==> config.mk <==
export PLATFORM = sky130hd
export DESIGN_NAME = framebuffer_clip_blit_descriptor
export DESIGN_NICKNAME = d
export VERILOG_FILES = /design/src/sv/fcb_pkg.sv /design/src/sv/framebuffer_clip_blit_descriptor.sv /design/src/sv/fcb_pre.sv /design/src/sv/fcb_clip.sv /design/src/sv/fcb_mul.sv /design/src/sv/fcb_sum.sv
export SDC_FILE = /design/constraint.sdc
export NUM_CORES = 2
export LEC_CHECK = 0
export BUFFER_PORTS_ARGS = -buffer_cell sky130_fd_sc_hd__buf_2
export CORE_UTILIZATION = 61
export DETAILED_ROUTE_END_ITERATION = 6
export GPL_ROUTABILITY_DRIVEN = 0
export PLACE_DENSITY = 0.78
export SKIP_CTS_REPAIR_TIMING = 1
export SLEW_MARGIN = 20
export SYNTH_ARGS = -nofsm -noshare
export SYNTH_HDL_FRONTEND = slang
export SYNTH_SLANG_ARGS = --single-unit
==> constraint.sdc <==
create_clock -name clk -period 18.7 [get_ports clk]
set_input_delay 1.87 -clock clk [delete_from_list [all_inputs] [get_ports clk]]
set_output_delay 1.87 -clock clk [all_outputs]
set_load 0.03 [all_outputs]
==> src/sv/fcb_pkg.sv <==
package fcb_pkg;

  // Command codes carried in req_type.
  localparam logic [2:0] REQ_PIXEL       = 3'd0;
  localparam logic [2:0] REQ_VLINE       = 3'd1;
  localparam logic [2:0] REQ_HLINE       = 3'd2;
  localparam logic [2:0] REQ_FILL        = 3'd3;
  localparam logic [2:0] REQ_BITMAP      = 3'd4;
  localparam logic [2:0] REQ_BITMAP_SWAP = 3'd5;

  // Configuration register indexes.
  localparam int unsigned CFG_IDX_W = 2;
  localparam logic [CFG_IDX_W-1:0] CFG_SCREEN_WIDTH  = 2'd0;
  localparam logic [CFG_IDX_W-1:0] CFG_SCREEN_HEIGHT = 2'd1;
  localparam logic [CFG_IDX_W-1:0] CFG_FRAME_BASE    = 2'd2;

  // Largest span that a descriptor can carry.
  localparam logic [11:0] SPAN_MAX = 12'd4095;

  // Configuration registers as seen by the pipeline stages.
  typedef struct packed {
    logic [11:0] screen_width;
    logic [11:0] screen_height;
    logic [31:0] frame_base;
  } fcb_cfg_t;

  // One drawing command.
  typedef struct packed {
    logic [2:0]         req_type;
    logic signed [15:0] pos_x;
    logic signed [15:0] pos_y;
    logic signed [15:0] size_w;
    logic signed [15:0] size_h;
    logic [15:0]        fill_color;
    logic [31:0]        src_base;
  } fcb_in_t;

  // One copy descriptor.
  typedef struct packed {
    logic        visible;
    logic [31:0] dest_start;
    logic [11:0] span_w;
    logic [11:0] span_h;
    logic [31:0] src_start;
    logic [15:0] src_skip;
    logic        swap_bytes;
    logic        pair_copy;
    logic [15:0] out_color;
  } fcb_out_t;

  // First stage: edge sums and range compares.
  typedef struct packed {
    logic [2:0]         req_type;
    logic signed [15:0] x;
    logic signed [15:0] y;
    logic signed [15:0] w;
    logic signed [15:0] h;
    logic [15:0]        color;
    logic [31:0]        src_base;
    // Line: start, length and end along the line after turning it around.
    logic signed [17:0] la;
    logic signed [17:0] ll;
    logic signed [17:0] le;
    logic               lok;
    logic               lhit;
    // Bitmap: early reject and right or bottom overhang.
    logic               bok;
    logic               exh;
    logic               eyh;
    logic signed [17:0] wr;
    logic signed [17:0] hr;
    logic signed [17:0] skr;
  } fcb_s1_t;

  // Second stage: clipped geometry and multiplier operands.
  typedef struct packed {
    logic               visible;
    logic               bmp;
    logic               swap_bytes;
    logic               pair_copy;
    logic signed [15:0] col;
    logic signed [15:0] row;
    logic [11:0]        span_w;
    logic [11:0]        span_h;
    logic [15:0]        src_skip;
    logic [15:0]        color;
    logic [31:0]        src_base;
    logic signed [15:0] mul_y;
    logic signed [15:0] mul_w;
    logic signed [15:0] src_dx;
  } fcb_s2_t;

  // Third stage: row offsets from the multipliers.
  typedef struct packed {
    logic               visible;
    logic               bmp;
    logic               swap_bytes;
    logic               pair_copy;
    logic signed [15:0] col;
    logic [11:0]        span_w;
    logic [11:0]        span_h;
    logic [15:0]        src_skip;
    logic [15:0]        color;
    logic [31:0]        src_base;
    logic signed [15:0] src_dx;
    logic signed [28:0] prod_d;
    logic signed [31:0] prod_s;
  } fcb_s3_t;

endpackage

==> src/sv/framebuffer_clip_blit_descriptor.sv <==
// Turns one drawing command (pixel, vertical or horizontal line, filled
// rectangle, native or byte-swapped bitmap) into one copy descriptor with
// the clipped span, framebuffer and source start addresses, row skip and
// copy flags. The block is a four-stage pipeline: line and edge sums, clip
// selection, the two row-offset multipliers, and the final 32-bit address
// adders. It takes one command word every cycle unless a backed-up
// pipeline stalls it, and registers each word in every stage; a stall on the
// descriptor side only holds up stages that are occupied, so empty stages
// keep filling. Configuration registers take effect for commands accepted
// after the write and should be written only while the pipeline is empty.
module framebuffer_clip_blit_descriptor (
  input  logic                                clk,
  input  logic                                rst,
  input  logic                                cmd_valid,
  output logic                                cmd_stall,
  input  fcb_pkg::fcb_in_t                    cmd,
  output logic                                desc_valid,
  input  logic                                desc_stall,
  output fcb_pkg::fcb_out_t                   desc,
  input  logic                                cfg_valid,
  output logic                                cfg_ready,
  input  logic [fcb_pkg::CFG_IDX_W-1:0]       cfg_index,
  input  logic [31:0]                         cfg_data
);
  import fcb_pkg::*;

  fcb_cfg_t cfg;
  fcb_s1_t  s1;
  fcb_s2_t  s2;
  fcb_s3_t  s3;
  logic     s1_valid, s2_valid, s3_valid;
  logic     en1, en2, en3, en4;

  // Configuration registers are always ready to take a word.
  assign cfg_ready = 1'b1;

  always_ff @(posedge clk) begin
    if (rst) begin
      cfg.screen_width  <= 12'd480;
      cfg.screen_height <= 12'd480;
      cfg.frame_base    <= 32'd0;
    end else if (cfg_valid && cfg_ready) begin
      unique case (cfg_index)
        CFG_SCREEN_WIDTH:  cfg.screen_width  <= cfg_data[11:0];
        CFG_SCREEN_HEIGHT: cfg.screen_height <= cfg_data[11:0];
        CFG_FRAME_BASE:    cfg.frame_base    <= cfg_data;
        default: begin
        end
      endcase
    end
  end

  // A stage loads when it is empty or when the stage after it moves.
  assign en4       = !desc_valid || !desc_stall;
  assign en3       = !s3_valid || en4;
  assign en2       = !s2_valid || en3;
  assign en1       = !s1_valid || en2;
  assign cmd_stall = !en1;

  fcb_pre u_pre (
    .clk      (clk),
    .rst      (rst),
    .en       (en1),
    .in_valid (cmd_valid),
    .cmd      (cmd),
    .cfg      (cfg),
    .s1_valid (s1_valid),
    .s1       (s1)
  );

  fcb_clip u_clip (
    .clk      (clk),
    .rst      (rst),
    .en       (en2),
    .s1_valid (s1_valid),
    .s1       (s1),
    .cfg      (cfg),
    .s2_valid (s2_valid),
    .s2       (s2)
  );

  fcb_mul u_mul (
    .clk      (clk),
    .rst      (rst),
    .en       (en3),
    .s2_valid (s2_valid),
    .s2       (s2),
    .cfg      (cfg),
    .s3_valid (s3_valid),
    .s3       (s3)
  );

  fcb_sum u_sum (
    .clk       (clk),
    .rst       (rst),
    .en        (en4),
    .s3_valid  (s3_valid),
    .s3        (s3),
    .cfg       (cfg),
    .out_valid (desc_valid),
    .desc      (desc)
  );

endmodule

==> src/sv/fcb_pre.sv <==
module fcb_pre (
  input  logic             clk,
  input  logic             rst,
  input  logic             en,
  input  logic             in_valid,
  input  fcb_pkg::fcb_in_t cmd,
  input  fcb_pkg::fcb_cfg_t cfg,
  output logic             s1_valid,
  output fcb_pkg::fcb_s1_t s1
);
  import fcb_pkg::*;

  logic signed [17:0] x18, y18, w18, h18, sw18, sh18;
  logic signed [17:0] p18, len18, c18, lima, limc;
  logic signed [17:0] ex, ey;
  logic               neg, hline;
  fcb_s1_t            s1_next;

  // Sign-extend the command and the screen size to a common width.
  assign x18  = 18'(cmd.pos_x);
  assign y18  = 18'(cmd.pos_y);
  assign w18  = 18'(cmd.size_w);
  assign h18  = 18'(cmd.size_h);
  assign sw18 = $signed({6'd0, cfg.screen_width});
  assign sh18 = $signed({6'd0, cfg.screen_height});

  // A horizontal line runs along x; every other line runs along y.
  assign hline = (cmd.req_type == REQ_HLINE);
  assign p18   = hline ? x18 : y18;
  assign len18 = hline ? w18 : h18;
  assign c18   = hline ? y18 : x18;
  assign lima  = hline ? sw18 : sh18;
  assign limc  = hline ? sh18 : sw18;
  assign neg   = len18[17];

  assign ex = x18 + w18 - 18'sd1;
  assign ey = y18 + h18 - 18'sd1;

  always_comb begin
    s1_next          = '0;
    s1_next.req_type = cmd.req_type;
    s1_next.x        = cmd.pos_x;
    s1_next.y        = cmd.pos_y;
    s1_next.w        = cmd.size_w;
    s1_next.h        = cmd.size_h;
    s1_next.color    = cmd.fill_color;
    s1_next.src_base = cmd.src_base;

    // Line: turn a negative length around so that it runs forward.
    s1_next.la   = neg ? (p18 + len18 + 18'sd1) : p18;
    s1_next.ll   = neg ? -len18 : len18;
    s1_next.le   = neg ? p18 : (p18 + len18 - 18'sd1);
    s1_next.lok  = !c18[17] && (c18 < limc) && (len18 != 18'sd0) &&
                   (s1_next.la < lima) && !s1_next.le[17];
    s1_next.lhit = (s1_next.le >= lima);

    // Bitmap: reject when wholly off screen, note overhangs.
    s1_next.bok = !(ex[17] || ey[17] || (x18 >= sw18) || (y18 >= sh18));
    s1_next.exh = (ex >= sw18);
    s1_next.eyh = (ey >= sh18);
    s1_next.wr  = sw18 - x18;
    s1_next.hr  = sh18 - y18;
    s1_next.skr = x18 + w18 - sw18;
  end

  always_ff @(posedge clk) begin
    if (rst) begin
      s1_valid <= 1'b0;
    end else if (en) begin
      s1_valid <= in_valid;
    end
  end

  always_ff @(posedge clk) begin
    if (en) begin
      s1 <= s1_next;
    end
  end

endmodule

==> src/sv/fcb_clip.sv <==
module fcb_clip (
  input  logic              clk,
  input  logic              rst,
  input  logic              en,
  input  logic              s1_valid,
  input  fcb_pkg::fcb_s1_t  s1,
  input  fcb_pkg::fcb_cfg_t cfg,
  output logic              s2_valid,
  output fcb_pkg::fcb_s2_t  s2
);
  import fcb_pkg::*;

  logic signed [17:0] sw18, sh18, lim, a0, l1;
  logic signed [17:0] x18, y18, w18, h18;
  logic signed [17:0] bx0, by0, w1, h1, sk;
  logic               bvis;
  fcb_s2_t            s2_next;

  // Clamp a positive span to what a descriptor can carry.
  function automatic logic [11:0] sat_span(input logic signed [17:0] v);
    if (v > 18'sd4095) begin
      return SPAN_MAX;
    end
    return v[11:0];
  endfunction

  assign sw18 = $signed({6'd0, cfg.screen_width});
  assign sh18 = $signed({6'd0, cfg.screen_height});
  assign x18  = 18'(s1.x);
  assign y18  = 18'(s1.y);
  assign w18  = 18'(s1.w);
  assign h18  = 18'(s1.h);

  // Line: clamp the start to the screen edge and trim the far end.
  assign lim = (s1.req_type == REQ_HLINE) ? sw18 : sh18;
  assign a0  = s1.la[17] ? 18'sd0 : s1.la;
  assign l1  = s1.lhit ? (lim - a0) : (s1.la[17] ? (s1.le + 18'sd1) : s1.ll);

  // Bitmap: trim the far overhang, then the near one.
  assign bx0  = x18[17] ? x18 : 18'sd0;
  assign by0  = y18[17] ? y18 : 18'sd0;
  assign h1   = (s1.eyh ? s1.hr : h18) + by0;
  assign w1   = (s1.exh ? s1.wr : w18) + bx0;
  assign sk   = (s1.exh ? s1.skr : 18'sd0) - bx0;
  assign bvis = s1.bok && !w1[17] && (w1 != 18'sd0) && !h1[17] && (h1 != 18'sd0);

  always_comb begin
    s2_next          = '0;
    s2_next.color    = s1.color;
    s2_next.src_base = s1.src_base;
    s2_next.mul_w    = s1.w;
    unique case (s1.req_type)
      REQ_PIXEL: begin
        s2_next.visible = 1'b1;
        s2_next.col     = s1.x;
        s2_next.row     = s1.y;
        s2_next.span_w  = 12'd1;
        s2_next.span_h  = 12'd1;
      end
      REQ_VLINE: begin
        s2_next.visible = s1.lok;
        s2_next.col     = s1.x;
        s2_next.row     = a0[15:0];
        s2_next.span_w  = s1.lok ? 12'd1 : 12'd0;
        s2_next.span_h  = s1.lok ? sat_span(l1) : 12'd0;
      end
      REQ_HLINE: begin
        s2_next.visible = s1.lok;
        s2_next.col     = a0[15:0];
        s2_next.row     = s1.y;
        s2_next.span_w  = s1.lok ? sat_span(l1) : 12'd0;
        s2_next.span_h  = s1.lok ? 12'd1 : 12'd0;
      end
      REQ_FILL: begin
        s2_next.visible = (s1.w > 16'sd0) && (s1.h > 16'sd0);
        s2_next.col     = s1.x;
        s2_next.row     = s1.y;
        s2_next.span_w  = s2_next.visible ? sat_span(w18) : 12'd0;
        s2_next.span_h  = s2_next.visible ? sat_span(h18) : 12'd0;
      end
      REQ_BITMAP, REQ_BITMAP_SWAP: begin
        s2_next.visible    = bvis;
        s2_next.bmp        = 1'b1;
        s2_next.col        = x18[17] ? 16'sd0 : s1.x;
        s2_next.row        = y18[17] ? 16'sd0 : s1.y;
        s2_next.span_w     = bvis ? sat_span(w1) : 12'd0;
        s2_next.span_h     = bvis ? sat_span(h1) : 12'd0;
        s2_next.src_skip   = bvis ? sk[15:0] : 16'd0;
        s2_next.swap_bytes = bvis && (s1.req_type == REQ_BITMAP_SWAP);
        s2_next.pair_copy  = bvis && (s1.req_type == REQ_BITMAP) &&
                             !cfg.screen_width[0] && !sk[0] && !w1[0];
        s2_next.mul_y      = by0[15:0];
        s2_next.src_dx     = bx0[15:0];
      end
      default: begin
        s2_next.visible = 1'b0;
      end
    endcase
  end

  always_ff @(posedge clk) begin
    if (rst) begin
      s2_valid <= 1'b0;
    end else if (en) begin
      s2_valid <= s1_valid;
    end
  end

  always_ff @(posedge clk) begin
    if (en) begin
      s2 <= s2_next;
    end
  end

endmodule

==> src/sv/fcb_mul.sv <==
module fcb_mul (
  input  logic              clk,
  input  logic              rst,
  input  logic              en,
  input  logic              s2_valid,
  input  fcb_pkg::fcb_s2_t  s2,
  input  fcb_pkg::fcb_cfg_t cfg,
  output logic              s3_valid,
  output fcb_pkg::fcb_s3_t  s3
);
  import fcb_pkg::*;

  logic signed [12:0] stride;
  fcb_s3_t            s3_next;

  assign stride = $signed({1'b0, cfg.screen_width});

  // Destination row offset and the source rows skipped above the screen.
  always_comb begin
    s3_next            = '0;
    s3_next.visible    = s2.visible;
    s3_next.bmp        = s2.bmp;
    s3_next.swap_bytes = s2.swap_bytes;
    s3_next.pair_copy  = s2.pair_copy;
    s3_next.col        = s2.col;
    s3_next.span_w     = s2.span_w;
    s3_next.span_h     = s2.span_h;
    s3_next.src_skip   = s2.src_skip;
    s3_next.color      = s2.color;
    s3_next.src_base   = s2.src_base;
    s3_next.src_dx     = s2.src_dx;
    s3_next.prod_d     = 29'(s2.row * stride);
    s3_next.prod_s     = 32'(s2.mul_y * s2.mul_w);
  end

  always_ff @(posedge clk) begin
    if (rst) begin
      s3_valid <= 1'b0;
    end else if (en) begin
      s3_valid <= s2_valid;
    end
  end

  always_ff @(posedge clk) begin
    if (en) begin
      s3 <= s3_next;
    end
  end

endmodule

==> src/sv/fcb_sum.sv <==
module fcb_sum (
  input  logic              clk,
  input  logic              rst,
  input  logic              en,
  input  logic              s3_valid,
  input  fcb_pkg::fcb_s3_t  s3,
  input  fcb_pkg::fcb_cfg_t cfg,
  output logic              out_valid,
  output fcb_pkg::fcb_out_t desc
);
  import fcb_pkg::*;

  logic [31:0] dest_sum, src_sum;
  fcb_out_t    desc_next;

  // Final address sums; both wrap at 32 bits.
  assign dest_sum = cfg.frame_base + 32'(s3.prod_d) + 32'(s3.col);
  assign src_sum  = s3.src_base - s3.prod_s - 32'(s3.src_dx);

  always_comb begin
    desc_next            = '0;
    desc_next.visible    = s3.visible;
    desc_next.dest_start = s3.visible ? dest_sum : 32'd0;
    desc_next.span_w     = s3.span_w;
    desc_next.span_h     = s3.span_h;
    desc_next.src_start  = (s3.visible && s3.bmp) ? src_sum : 32'd0;
    desc_next.src_skip   = s3.src_skip;
    desc_next.swap_bytes = s3.swap_bytes;
    desc_next.pair_copy  = s3.pair_copy;
    desc_next.out_color  = s3.color;
  end

  always_ff @(posedge clk) begin
    if (rst) begin
      out_valid <= 1'b0;
    end else if (en) begin
      out_valid <= s3_valid;
    end
  end

  always_ff @(posedge clk) begin
    if (en) begin
      desc <= desc_next;
    end
  end

endmodule

==> reports/qor.yml <==
fin_skew_ns: 0.0504
track_usage_pct: 32.7
maxUsedRoutingLayer: "met5"
rows: 113
r2r_start: "u_clip.s2[17]"
final_max_slew_viol_count: 0
drive_gt1_share_pct: 9.29
synth_area_um2: 58400
met3_length_mm: 16.7
crit_path_start: "cmd[112]"
antenna_left: 0
cts-root-buf: "clkbuf_16"
setup-tns-final_ns: 0
first_pass_iters: 6
synth_edf_count: 704
synth_top_cell_by_area: "edfxtp_1"
critPathMaxFanout: 23
drc: 0
syn_nets: 6610
cap_viol_max_count: 0
required_ns: 19.22
end_kind: "register"
ys_warn_count: 0
drt-met1-wl_mm: 59.3
worst_slack_ns: 11.16
cellLeakagePower_nw: 28.9
ir_worst_vdd_mv: 0.0640
rr_worst_depth: 21
rsz0062_at_grt: "no"
fin_crit_sh_pct: 40.3
drt_wl_total_mm: 157
p_per_area_nw_per_um2: 103
fill_cells: 7151
path_depth: 25
synth_seq_cells: 764
numClockSinks: 764
wl_per_cell_um: 22.2
relSlewSlack_pct: 13.8
hold_viol: 0
area_growth_pct: 9.36
path_clk_slew_ns: 0.06
drt_iter0_markers: 4619
register_area_um2: 22300
r2r-end: "u_mul.s3[31]"
synth_area_leaders: "edfxtp_1, fa_1, ha_1, inv_1, nand2_1"
power.total_mw: 6.60
grt_max_degree: 120
max_freq_ghz: 0.133
netlist.area_leader.share_pct: 36.2
dieArea_um2: 97000
syn_inst: 5522
core_um2: 94900
cts_tree: "built"
yosysSeqAreaShare_pct: 38.2
criticalPathCategory: "in -> reg"
endpoint: "u_pre.s1[58]"
min_path_type: "reg -> reg"
die_x_um: 311
arrival_ns: 8.06
route.vias.total: 42700
min_period_ns: 7.54
cts_buffer_depth: 3
die_h_um: 311
tightestPinTransition_ns: 1.28
initial_utilization_pct: 61.6
vias_per_cell: 6.02
grt_pass1_wl_mm: 241
setup_violations: 0
wl_met2_mm: 71.2
ff2ff_setup_slack_ns: 11.67
numCtsBuffers: 81
nets: 6831
antenna_found_initial: 21
outcome: "completed"
cts-htree-levels: 3
startpoint_type: "input pin"
synth_ff_type: "edfxtp_1"
clock_latency_ns: 0.70
overflow: 0
syn_area_per_cell_um2: 10.6
hpwl_mm: 121
grt_pass1_vias: 42400
slowest_delay_ns: 0.52
ys_async_sr_fraction_pct: 0
io_buffers: 278
multiInputGateArea_um2: 32600
synth.distinct_cells: 95
crit_family: "simple AND/OR/NAND/NOR gates"
cpMaxStageDelayCell: "a32oi_1"
ioPinCount: 280
pre_cts_slack_ns: 10.58
path_buf_inv: 4
==> worst min path at each step <==
stage | depth (start not counted) | slack [ns] | startpoint | endpoint
5_1_grt | 0 | 0.41 | u_clip.s2[67] | u_mul.s3[96]
3_5_place_dp | 0 | 0.40 | u_pre.s1[135] | u_clip.s2[70]
2_1_floorplan | 0 | 0.40 | u_pre.s1[113] | u_clip.s2[48]
3_3_place_gp | 0 | 0.40 | u_mul.s3[120] | u_sum.desc[11]
4_1_cts | 0 | 0.40 | u_mul.s3[135] | u_sum.desc[28]
6_report | 0 | 0.41 | u_clip.s2[67] | u_mul.s3[96]
==> per-layer routing <==
metal / vias to the layer above / GRT usage, %
li1: 19200 / -
met1: 20700 / 40.9
met2: 2221 / 51.5
met3: 544 / 8.35
met4: 2 / 19.3
met5: - / 0
==> area by class of cell <==
class | count | area share [%]
diodes | 17 | 0.0666
clock buffers | 94 | 3.35
clock inverters | 56 | 0.999
inverters | 767 | 4.52
multi-input cells | 3817 | 51.0
flip-flops and latches | 764 | 35.0
well taps | 1265 | 2.48
repair buffers | 312 | 2.60
==> registers in the layout (all words and copies together), names as in the netlist <==
name	flops
u_pre.s1	224
u_clip.s2	172
cfg	56
u_sum.desc	123
u_sum.out_valid	1
u_mul.s3	185
u_clip.s2_valid	1
u_mul.s3_valid	1
u_pre.s1_valid	1
==> per-stage QoR <==
stage / hold slack [ns] / std cells / util [%] / area [um2]
2_1_floorplan: 0.400 / 5522 / - / 58400
3_3_place_gp: 0.400 / 6924 / 64.3 / 61000
3_5_place_dp: 0.405 / 6925 / 64.4 / 61100
4_1_cts: 0.401 / 7075 / 67.3 / 63800
5_1_grt: 0.407 / 7084 / 67.3 / 63900
6_report: 0.407 / 7092 / 67.3 / 63900
==> cells in the final DEF, fill, tap and decap left out, drive strengths merged, types with 42 or more instances in the layout <==
master	count
ha	421
nor2	332
a211oi	43
nand3	65
xnor2	180
a21oi	287
nand2b	43
fa	513
buf	312
nand2	558
edfxtp	704
and3	54
nor3	77
dfxtp	60
a21o	93
nor2b	61
and2	265
o21ai	199
xor2	88
o21a	42
inv	773
clkbuf	94
==> kinds of logic after synthesis <==
| logic type | share of synthesized area [%] |
|---|---|
| other | 0.0129 |
| AOI/OAI and AO/OA | 10.5 |
| and+or+nand+nor | 13.5 |
| DFF | 38.2 |
| adders and majority gates | 26.6 |
| xor gates and xnor gates | 4.04 |
| muxes | 1.02 |
| buffers and inverters | 6.07 |
==> worst reg2reg max path: stages, from the launching register on <==
cell and delay [ns]:
edfxtp_1 0.66, and2_1 0.31, fa_1 0.54, inv_1 0.06, fa_1 0.53, inv_1 0.04, ha_1 0.16, inv_1 0.06
fa_1 0.44, fa_1 0.54, inv_1 0.05, fa_1 0.43, ha_1 0.23, a2111oi_0 0.64, nor3_1 0.22, o31ai_1 0.49
o221ai_1 0.30, a31oi_1 0.33, a21boi_0 0.22, o2111ai_1 0.25, a311o_1 0.21, xnor2_1 0.06
==> Yosys cell counts, drive strengths merged, types with 17 or more instances <==
cell    number
o221ai      22
xnor2      180
nand4       20
mux2i       19
ha         421
o211ai      21
a31oi       24
o21bai      31
nand3       65
nor2       332
inv        767
a21boi      24
fa         513
o21ai      199
and2       265
or3         25
a21oi      287
nor4        27
mux2        36
dfxtp       60
buf         17
nor3        77
nor2b       61
a22o        30
or2         18
nand2      558
xor2        88
o21a        42
a21o        93
edfxtp     704
clkbuf     157
a211oi      43
nand2b      43
and3        54
==> where the power goes <==
part           total, mW  switching, mW  leakage, nW  internal [mW]
combinational       2.67           1.58         19.2           1.09
clock               1.68          0.725         1.34          0.959
sequential          2.24          0.142         8.40           2.10
total               6.60           2.45         28.9           4.15
(Power assumes the default switching activity.)
